### src/hdl/pol_pkg.sv
`timescale 1ns / 1ps
`default_nettype none

package pol_pkg;

  localparam int unsigned CAPACITY = 64;
  localparam int unsigned ELEM_W   = 8;
  localparam int unsigned ADDR_W   = $clog2(CAPACITY);
  localparam int unsigned CNT_W    = $clog2(CAPACITY + 1);
  localparam int unsigned POS_W    = 7;
  localparam int unsigned VAL_W    = 8;
  localparam int unsigned CMP_W    = ((CNT_W > POS_W) ? CNT_W : POS_W) + 1;

  typedef enum logic [1:0] {
    ACT_INSERT = 2'd0,
    ACT_DELETE = 2'd1,
    ACT_GET    = 2'd2,
    ACT_LOCATE = 2'd3
  } action_e;

  typedef struct packed {
    logic              en;
    logic [ADDR_W-1:0] addr;
    logic [ELEM_W-1:0] data;
  } ram_wr_t;

endpackage

`default_nettype wire

### src/hdl/positional_ordered_list_unit.sv
// Ordered list of up to CAPACITY byte elements, addressed by 1-based position.
// Input channel (in_valid_i/in_ready_o) carries action, position and value;
// output channel (out_valid_o/out_ready_i) carries one result per transfer:
// ok, read_value, found_position, length and empty_res.
// Elements live in a synchronous RAM with one read and one write port and
// registered read data. Each element moved or examined takes an S_RD and
// an S_WR state (read, then write-back or compare). The next item can be
// accepted in the cycle after the result is loaded into the output register.
// Insert shifts elements back from the tail and then writes the new value;
// delete moves the later elements forward; locate compares from the head.
// Items are handled one at a time; in_ready_o is high whenever no item is in
// progress, even while a result waits in the output register.
// If the receiver stalls, the finished result of the next item waits inside
// until the output register is free, and no further item is accepted.
// Reset clears the element count and the output valid; the RAM is not
// cleared, as entries beyond the count are never read.
`timescale 1ns / 1ps
`default_nettype none

module positional_ordered_list_unit
  import pol_pkg::*;
(
  input  wire logic             clk_i,
  input  wire logic             rst_ni,
  input  wire logic             in_valid_i,
  output logic                  in_ready_o,
  input  wire logic [1:0]       action_i,
  input  wire logic [POS_W-1:0] position_i,
  input  wire logic [VAL_W-1:0] value_i,
  output logic                  out_valid_o,
  input  wire logic             out_ready_i,
  output logic                  ok_o,
  output logic      [VAL_W-1:0] read_value_o,
  output logic      [POS_W-1:0] found_position_o,
  output logic      [POS_W-1:0] length_o,
  output logic                  empty_res_o
);

  typedef enum logic [4:0] {
    S_IDLE = 5'b00001,
    S_RD   = 5'b00010,
    S_WR   = 5'b00100,
    S_PUT  = 5'b01000,
    S_OUT  = 5'b10000
  } state_e;

  state_e            state_q, state_d;
  logic [CNT_W-1:0]  count_q, count_d;
  logic [CNT_W-1:0]  ptr_q, ptr_d;
  logic [CNT_W-1:0]  slot_q, slot_d;
  action_e           act_q, act_d;
  logic [ELEM_W-1:0] val_q, val_d;
  logic              ok_q, ok_d;
  logic [ELEM_W-1:0] rd_q, rd_d;
  logic [POS_W-1:0]  found_q, found_d;

  logic              out_valid_q;
  logic              out_ok_q;
  logic [VAL_W-1:0]  out_rd_q;
  logic [POS_W-1:0]  out_found_q;
  logic [CNT_W-1:0]  out_len_q;

  ram_wr_t           ram_wr;
  logic [ADDR_W-1:0] ram_rd_addr;
  logic [ELEM_W-1:0] ram_rd_data;

  logic              in_xfer;
  logic              load;
  logic [CMP_W-1:0]  pos_ext;
  logic [CMP_W-1:0]  cnt_ext;
  logic              pos_nz;
  logic              ins_ok;
  logic              acc_ok;
  logic [CNT_W-1:0]  slot_new;
  logic [CNT_W-1:0]  ptr_inc;
  logic [CNT_W-1:0]  ptr_dec;
  logic [CNT_W-1:0]  cnt_last;

  pol_ram u_ram (
    .clk_i     (clk_i),
    .wr_i      (ram_wr),
    .rd_addr_i (ram_rd_addr),
    .rd_data_o (ram_rd_data)
  );

  assign in_ready_o = (state_q == S_IDLE);
  assign in_xfer    = in_valid_i && in_ready_o;
  assign load       = (state_q == S_OUT) && (!out_valid_q || out_ready_i);

  assign pos_ext  = CMP_W'(position_i);
  assign cnt_ext  = CMP_W'(count_q);
  assign pos_nz   = (position_i != '0);
  assign ins_ok   = pos_nz && (pos_ext <= cnt_ext + CMP_W'(1)) &&
                    (cnt_ext < CMP_W'(CAPACITY));
  assign acc_ok   = pos_nz && (pos_ext <= cnt_ext);
  assign slot_new = CNT_W'(position_i - POS_W'(1));
  assign ptr_inc  = ptr_q + CNT_W'(1);
  assign ptr_dec  = ptr_q - CNT_W'(1);
  assign cnt_last = count_q - CNT_W'(1);

  assign ram_rd_addr = ptr_q[ADDR_W-1:0];

  always_comb begin
    state_d = state_q;
    count_d = count_q;
    ptr_d   = ptr_q;
    slot_d  = slot_q;
    act_d   = act_q;
    val_d   = val_q;
    ok_d    = ok_q;
    rd_d    = rd_q;
    found_d = found_q;
    ram_wr  = '0;

    case (state_q)
      S_IDLE: begin
        if (in_xfer) begin
          act_d   = action_e'(action_i);
          val_d   = ELEM_W'(value_i);
          slot_d  = slot_new;
          ok_d    = 1'b0;
          rd_d    = '0;
          found_d = '0;
          case (action_e'(action_i))
            ACT_INSERT: begin
              if (!ins_ok) begin
                state_d = S_OUT;
              end else if (count_q == slot_new) begin
                state_d = S_PUT;
              end else begin
                ptr_d   = cnt_last;
                state_d = S_RD;
              end
            end
            ACT_DELETE, ACT_GET: begin
              if (!acc_ok) begin
                state_d = S_OUT;
              end else begin
                ptr_d   = slot_new;
                state_d = S_RD;
              end
            end
            ACT_LOCATE: begin
              ptr_d   = '0;
              state_d = (count_q == '0) ? S_OUT : S_RD;
            end
            default: begin
              state_d = S_OUT;
            end
          endcase
        end
      end
      S_RD: begin
        state_d = S_WR;
      end
      S_WR: begin
        case (act_q)
          ACT_INSERT: begin
            ram_wr.en   = 1'b1;
            ram_wr.addr = ptr_inc[ADDR_W-1:0];
            ram_wr.data = ram_rd_data;
            if (ptr_q == slot_q) begin
              state_d = S_PUT;
            end else begin
              ptr_d   = ptr_dec;
              state_d = S_RD;
            end
          end
          ACT_DELETE: begin
            if (ptr_q == slot_q) begin
              rd_d = ram_rd_data;
            end else begin
              ram_wr.en   = 1'b1;
              ram_wr.addr = ptr_dec[ADDR_W-1:0];
              ram_wr.data = ram_rd_data;
            end
            if (ptr_q == cnt_last) begin
              ok_d    = 1'b1;
              state_d = S_OUT;
            end else begin
              ptr_d   = ptr_inc;
              state_d = S_RD;
            end
          end
          ACT_GET: begin
            rd_d    = ram_rd_data;
            ok_d    = 1'b1;
            state_d = S_OUT;
          end
          ACT_LOCATE: begin
            if (ram_rd_data == val_q) begin
              found_d = POS_W'(ptr_inc);
              ok_d    = 1'b1;
              state_d = S_OUT;
            end else if (ptr_q == cnt_last) begin
              state_d = S_OUT;
            end else begin
              ptr_d   = ptr_inc;
              state_d = S_RD;
            end
          end
          default: begin
            state_d = S_OUT;
          end
        endcase
      end
      S_PUT: begin
        ram_wr.en   = 1'b1;
        ram_wr.addr = slot_q[ADDR_W-1:0];
        ram_wr.data = val_q;
        ok_d        = 1'b1;
        state_d     = S_OUT;
      end
      S_OUT: begin
        if (load) begin
          if (ok_q && (act_q == ACT_INSERT)) begin
            count_d = count_q + CNT_W'(1);
          end else if (ok_q && (act_q == ACT_DELETE)) begin
            count_d = cnt_last;
          end
          state_d = S_IDLE;
        end
      end
      default: begin
        state_d = S_IDLE;
      end
    endcase
  end

  always_ff @(posedge clk_i or negedge rst_ni) begin
    if (!rst_ni) begin
      state_q     <= S_IDLE;
      count_q     <= '0;
      out_valid_q <= 1'b0;
    end else begin
      state_q <= state_d;
      count_q <= count_d;
      if (load) begin
        out_valid_q <= 1'b1;
      end else if (out_ready_i) begin
        out_valid_q <= 1'b0;
      end
    end
  end

  always_ff @(posedge clk_i) begin
    ptr_q   <= ptr_d;
    slot_q  <= slot_d;
    act_q   <= act_d;
    val_q   <= val_d;
    ok_q    <= ok_d;
    rd_q    <= rd_d;
    found_q <= found_d;
    if (load) begin
      out_ok_q    <= ok_q;
      out_rd_q    <= VAL_W'(rd_q);
      out_found_q <= found_q;
      out_len_q   <= count_d;
    end
  end

  assign out_valid_o      = out_valid_q;
  assign ok_o             = out_ok_q;
  assign read_value_o     = out_rd_q;
  assign found_position_o = out_found_q;
  assign length_o         = POS_W'(out_len_q);
  assign empty_res_o      = (out_len_q == '0);

  assert property (@(posedge clk_i) disable iff (!rst_ni)
    CMP_W'(count_q) <= CMP_W'(CAPACITY))
    else $error("element count beyond capacity");

  assert property (@(posedge clk_i) disable iff (!rst_ni)
    (load && !ok_q) |=> (count_q == $past(count_q)))
    else $error("failed operation changed the element count");

  assert property (@(posedge clk_i) disable iff (!rst_ni)
    ram_wr.en |-> (state_q != S_IDLE) && (CMP_W'(ram_wr.addr) <= CMP_W'(count_q)))
    else $error("memory write outside an operation or beyond the list");

  assert property (@(posedge clk_i) disable iff (!rst_ni)
    (state_q == S_OUT && out_valid_q && !out_ready_i) |=> (state_q == S_OUT))
    else $error("result dropped while the output register was held");

endmodule

`default_nettype wire

### src/hdl/pol_ram.sv
`timescale 1ns / 1ps
`default_nettype none

module pol_ram
  import pol_pkg::*;
(
  input  wire logic              clk_i,
  input  wire ram_wr_t           wr_i,
  input  wire logic [ADDR_W-1:0] rd_addr_i,
  output logic      [ELEM_W-1:0] rd_data_o
);

  logic [ELEM_W-1:0] mem [CAPACITY];

  always_ff @(posedge clk_i) begin
    if (wr_i.en) begin
      mem[wr_i.addr] <= wr_i.data;
    end
  end

  always_ff @(posedge clk_i) begin
    rd_data_o <= mem[rd_addr_i];
  end

endmodule

`default_nettype wire
### config.mk
export PLATFORM = sky130hd
export DESIGN_NAME = positional_ordered_list_unit
export DESIGN_NICKNAME = d
export VERILOG_FILES = /design/src/hdl/pol_pkg.sv /design/src/hdl/positional_ordered_list_unit.sv /design/src/hdl/pol_ram.sv
export SDC_FILE = /design/constraint.sdc
export NUM_CORES = 1
export LEC_CHECK = 0
export BUFFER_PORTS_ARGS = -buffer_cell sky130_fd_sc_hd__buf_2
export CORE_ASPECT_RATIO = 0.7
export CORE_UTILIZATION = 44
export CTS_CLUSTER_SIZE = 30
export DETAILED_ROUTE_END_ITERATION = 8
export PLACE_DENSITY = 0.71
export SLEW_MARGIN = 20
export SYNTH_ARGS = -nofsm -noshare
export SYNTH_HDL_FRONTEND = slang
export SYNTH_SLANG_ARGS = --single-unit
### constraint.sdc
create_clock -name clk_i -period 4.8 [get_ports clk_i]
set_input_delay 0.24 -clock clk_i [delete_from_list [all_inputs] [get_ports clk_i]]
set_output_delay 0.24 -clock clk_i [all_outputs]
set_load 0.02 [all_outputs]
==> summary.txt <==
Global routing
  • Congestion Overflow GR: 0
  • Vias in the first global route: 13000
  • Total GRT Usage: 0.210
  • Largest net degree at the start of global routing: 68
  • Antenna violations before repair: 1
  • First-pass GRT wire length: around 88 mm

Pwr
  • Pwr Density: 469 nW/um^2
  • Flop pwr share: 0.474
  • Pint: 0.00935 W
  • LEAKAGE: 10.2 nW
  • Clk pwr share: 0.320
  • Switch share: 0.286
  • IR drop worst, VDD: 477 uV
  • Gate power share: 0.206
  • Sw Pwr: around 0.0038 W

Synth
  • Netlist cell types: 71
  • FFs w/ async S/R, synth: 0.0218
  • Sequential area share after synthesis: 0.717
  • Post-synth EDFFs: 575
  • Dominant synthesized flop cell: edfxtp_1
  • Ys Warns: 0
  • Cells after synthesis: ~1300
  • #FFs+latches synth: 596
  • Synthesized area per cell: about 19 sq um
  • Post-Syn Nets: 1345
  • Mapped Area: 24700 sq um

Final layout
  • Area Growth Syn to Fin: 12.9%
  • Nets: 1449
  • Fin cells: 2190
  • ANT cells: 0
  • Layout cells sized above 1: 0.254
  • Util after Layout: 0.504

Timing
  • Final Hold Viols: 0
  • Max-slew violations: 0
  • RSZ-0062 raised after global routing: false
  • Slew headroom: 0.261
  • Setup violators final: 0
  • Worst Skew: 26.3 ps
  • Slew @ Worst Pin: 1110 ps
  • Final worst path period need: 4020 ps
  • FMAX: 249 MHz
  • Crit share post-route: 0.838
  • Final setup TNS: 0 ps

Critical path
  • Buffers & Inverters on Critical Path: 1
  • Crit path largest cell delay: 780 ps
  • Data arrival, critical path: between 4000 and 5000 ps
  • Crit path cell chain: inv_1 -> ha_1 -> nor3b_1 -> xnor2_1 -> a211oi_1 -> nor2b_1 -> or3_1 -> nor2_1
  • Worst-path maximum fanout: 8
  • Top Family by Delay on Critical Path: simple AND/OR/NAND/NOR gates
  • Crit Path Category: flip-flop to flip-flop
  • CP Capture Type: flip-flop
  • CP max-delay cell: nor2_1
  • Worst setup SP type: flip-flop
  • Worst Path Required: 5010 ps

Run
  • Max Cap Violations: 0

Route
  • Initial DRC Count: 1822
  • WL/cell: 27.0 microns
  • Final antenna-violating net count: 0
  • Drt total wl: 59.1 mm
  • Vias: 13200
  • Detailed Routing Iterations Pass 1: 5
  • DRC: 0
  • Routed vias/inst: between 6 and 7

Clocking
  • Number of CTS-inserted buffers: 52
  • Root buf cell: clkbuf_16
  • Clock Tree Buf Depth: 3
  • CTS H-tree depth: 2
  • CTS tree: done
  • Worst skew pair latency: 610 ps
  • CTS clk-pin slew, worst paths: 60 ps
  • Clk sink count: approximately 600
  • # Post-CTS Setup Buffers: 0

Floorplan
  • Core area: ~55000 sq um
  • Die area: 57200 sq um
  • Rows: a little over 70
  • Die Height: roughly 200 microns
  • Starting density of the core: 0.447
  • IO Count: 47
  • Die width: around 290 microns

Place
  • PortBufs: 46
  • Routability cong.: 0.940
  • Post-detail-place hpwl: 39.1 mm
  • DP Cell Count: ~2100

Run status
  • Outcome: finished, final reports clean

Min path
  • Worst Hold Class: input port to flip-flop
==> worst paths after layout <==
kind	start	endpoint	slack, ps	depth (start not counted)
setup / recovery	ptr_q[0]	u_ram.mem[20][6]	780	8
hold / removal	position_i[0]	slot_q[0]	50	2
setup reg to reg	ptr_q[0]	u_ram.mem[20][6]	780	8
hold reg to reg	found_q[1]	found_position_o[1]	420	0
max in group asynchronous	rst_ni	state_q[0]	4400	2
min in group asynchronous	rst_ni	count_q[6]	80	2
==> kinds of logic after synthesis <==
| group | after synthesis | synth area share |
|---|---|---|
| AO/OA/AOI/OAI | 121 | 0.0343 |
| XOR/XNOR | 62 | 0.0231 |
| adder cells (fa/ha/maj) | 21 | 0.0106 |
| buffers and inverters | 90 | 0.0155 |
| flip-flops | 596 | 0.717 |
| multiplexers | 163 | 0.147 |
| AND/OR/NAND/NOR | 250 | 0.0522 |
==> state kept, by name (all words and copies together), names as in the netlist <==
signal / count
act_q: 2
count_q: 7
found_position_o: 7
found_q: 7
length_o: 7
ok_o: 1
ok_q: 1
out_valid_o: 1
ptr_q: 7
rd_q: 8
read_value_o: 8
slot_q: 7
state_q: 5
u_ram.mem: 512
u_ram.rd_data_o: 8
val_q: 8
==> cells in the final DEF (no fill, tap or decap), types with 6 or more instances in the layout <==
cell,synthesis,routed
nor2_1,70,69
nor2b_1,11,11
mux4_2,160,160
xor2_1,18,18
dfrtp_1,12,12
nand3_1,17,17
nor4_1,14,12
clkinv_2,0,11
clkbuf_16,0,53
nand4_1,9,9
and3_1,14,14
dfxtp_1,8,8
ha_1,21,21
dlygate4sd3_1,0,12
a22oi_1,16,16
nand2_1,37,37
a22o_2,0,8
o21ai_0,16,16
xnor2_1,42,42
nor3b_1,6,6
inv_1,16,16
edfxtp_1,575,575
clkinv_1,0,8
and2_1,8,8
or3_1,6,6
buf_4,1,62
a21oi_1,23,23
clkbuf_1,32,10
buf_2,19,46
nor3_1,38,38
==> synth_stat cells, types with 5 or more instances <==
| master | instances | share of area |
|---|---|---|
| nor2_1 | 70 | 0.011 |
| a211oi_1 | 5 | 0.0015 |
| a22oi_1 | 16 | 0.0049 |
| dfrtp_1 | 12 | 0.012 |
| or3_1 | 6 | 0.0015 |
| nor3_1 | 38 | 0.0077 |
| xor2_1 | 18 | 0.0064 |
| edfxtp_1 | 575 | 0.70 |
| buf_1 | 16 | 0.0024 |
| a21oi_1 | 23 | 0.0047 |
| mux4_2 | 160 | 0.15 |
| o211ai_1 | 5 | 0.0015 |
| nor3b_1 | 6 | 0.0018 |
| inv_1 | 16 | 0.0024 |
| dfxtp_1 | 8 | 0.0065 |
| nor4_1 | 14 | 0.0035 |
| ha_1 | 21 | 0.011 |
| xnor2_1 | 42 | 0.015 |
| clkbuf_1 | 32 | 0.0049 |
| and3_1 | 14 | 0.0035 |
| a22o_1 | 9 | 0.0032 |
| nand3_1 | 17 | 0.0034 |
| and2_1 | 8 | 0.0020 |
| nand2_1 | 37 | 0.0056 |
| nand4_1 | 9 | 0.0023 |
| o21ai_0 | 16 | 0.0032 |
| buf_2 | 19 | 0.0038 |
| nor2b_1 | 11 | 0.0028 |
==> metal layers <==
layer | vias up | global-route usage | routed length [microns]
met3 | 64 | 0.0631 | 6880
met5 | - | 0 | 0
met4 | 0 | 0.0334 | 738
li1 | 5561 | - | -
met2 | 706 | 0.293 | 25400
met1 | 6916 | 0.328 | 26100
==> power by group through the flow <==
stage / Sequential, W / Clock (W) / Combinational [W]
final: 0.00621 / 0.00419 / 0.00270
after global routing: 0.00623 / 0.00444 / 0.00289
after CTS: 0.00621 / 0.00425 / 0.00271
after detailed placement: 0.00632 / 0 / 0.00268
after global placement: 0.00631 / 0 / 0.00266
after floorplan: 0.00614 / 0 / 0.00211
==> metrics by stage <==
step | hold slack, ps | instance area (sq um) | power (W) | setup WS (ps)
floorplan | -55.6 | 24700 | 0.00826 | 1090
global placement | 162 | 26100 | 0.00897 | 935
detailed placement | 164 | 26100 | 0.00900 | 992
CTS | 17.3 | 27900 | 0.0132 | 933
global route | 30.9 | 27900 | 0.0136 | 635
finish | 46.4 | 27900 | 0.0131 | 778
==> what timing repair did <==
action	4_1_cts	5_1_grt
resized for setup	0	0
hold buffers	12	0
endpoints found under the hold margin	24	0
==> final cells by class <==
class | count | area [sq um]
Timing Repair Buffer | 121 | 836
Fill cell | 4389 | 27500
Multi-Input combinational cell | 617 | 6640
Clock buffer | 67 | 1420
Clock inverter | 30 | 287
Sequential cell | 596 | 17800
Tap cell | 740 | 926
Inverter | 19 | 71.3
Note: power is estimated with default switching activity, not from simulation.
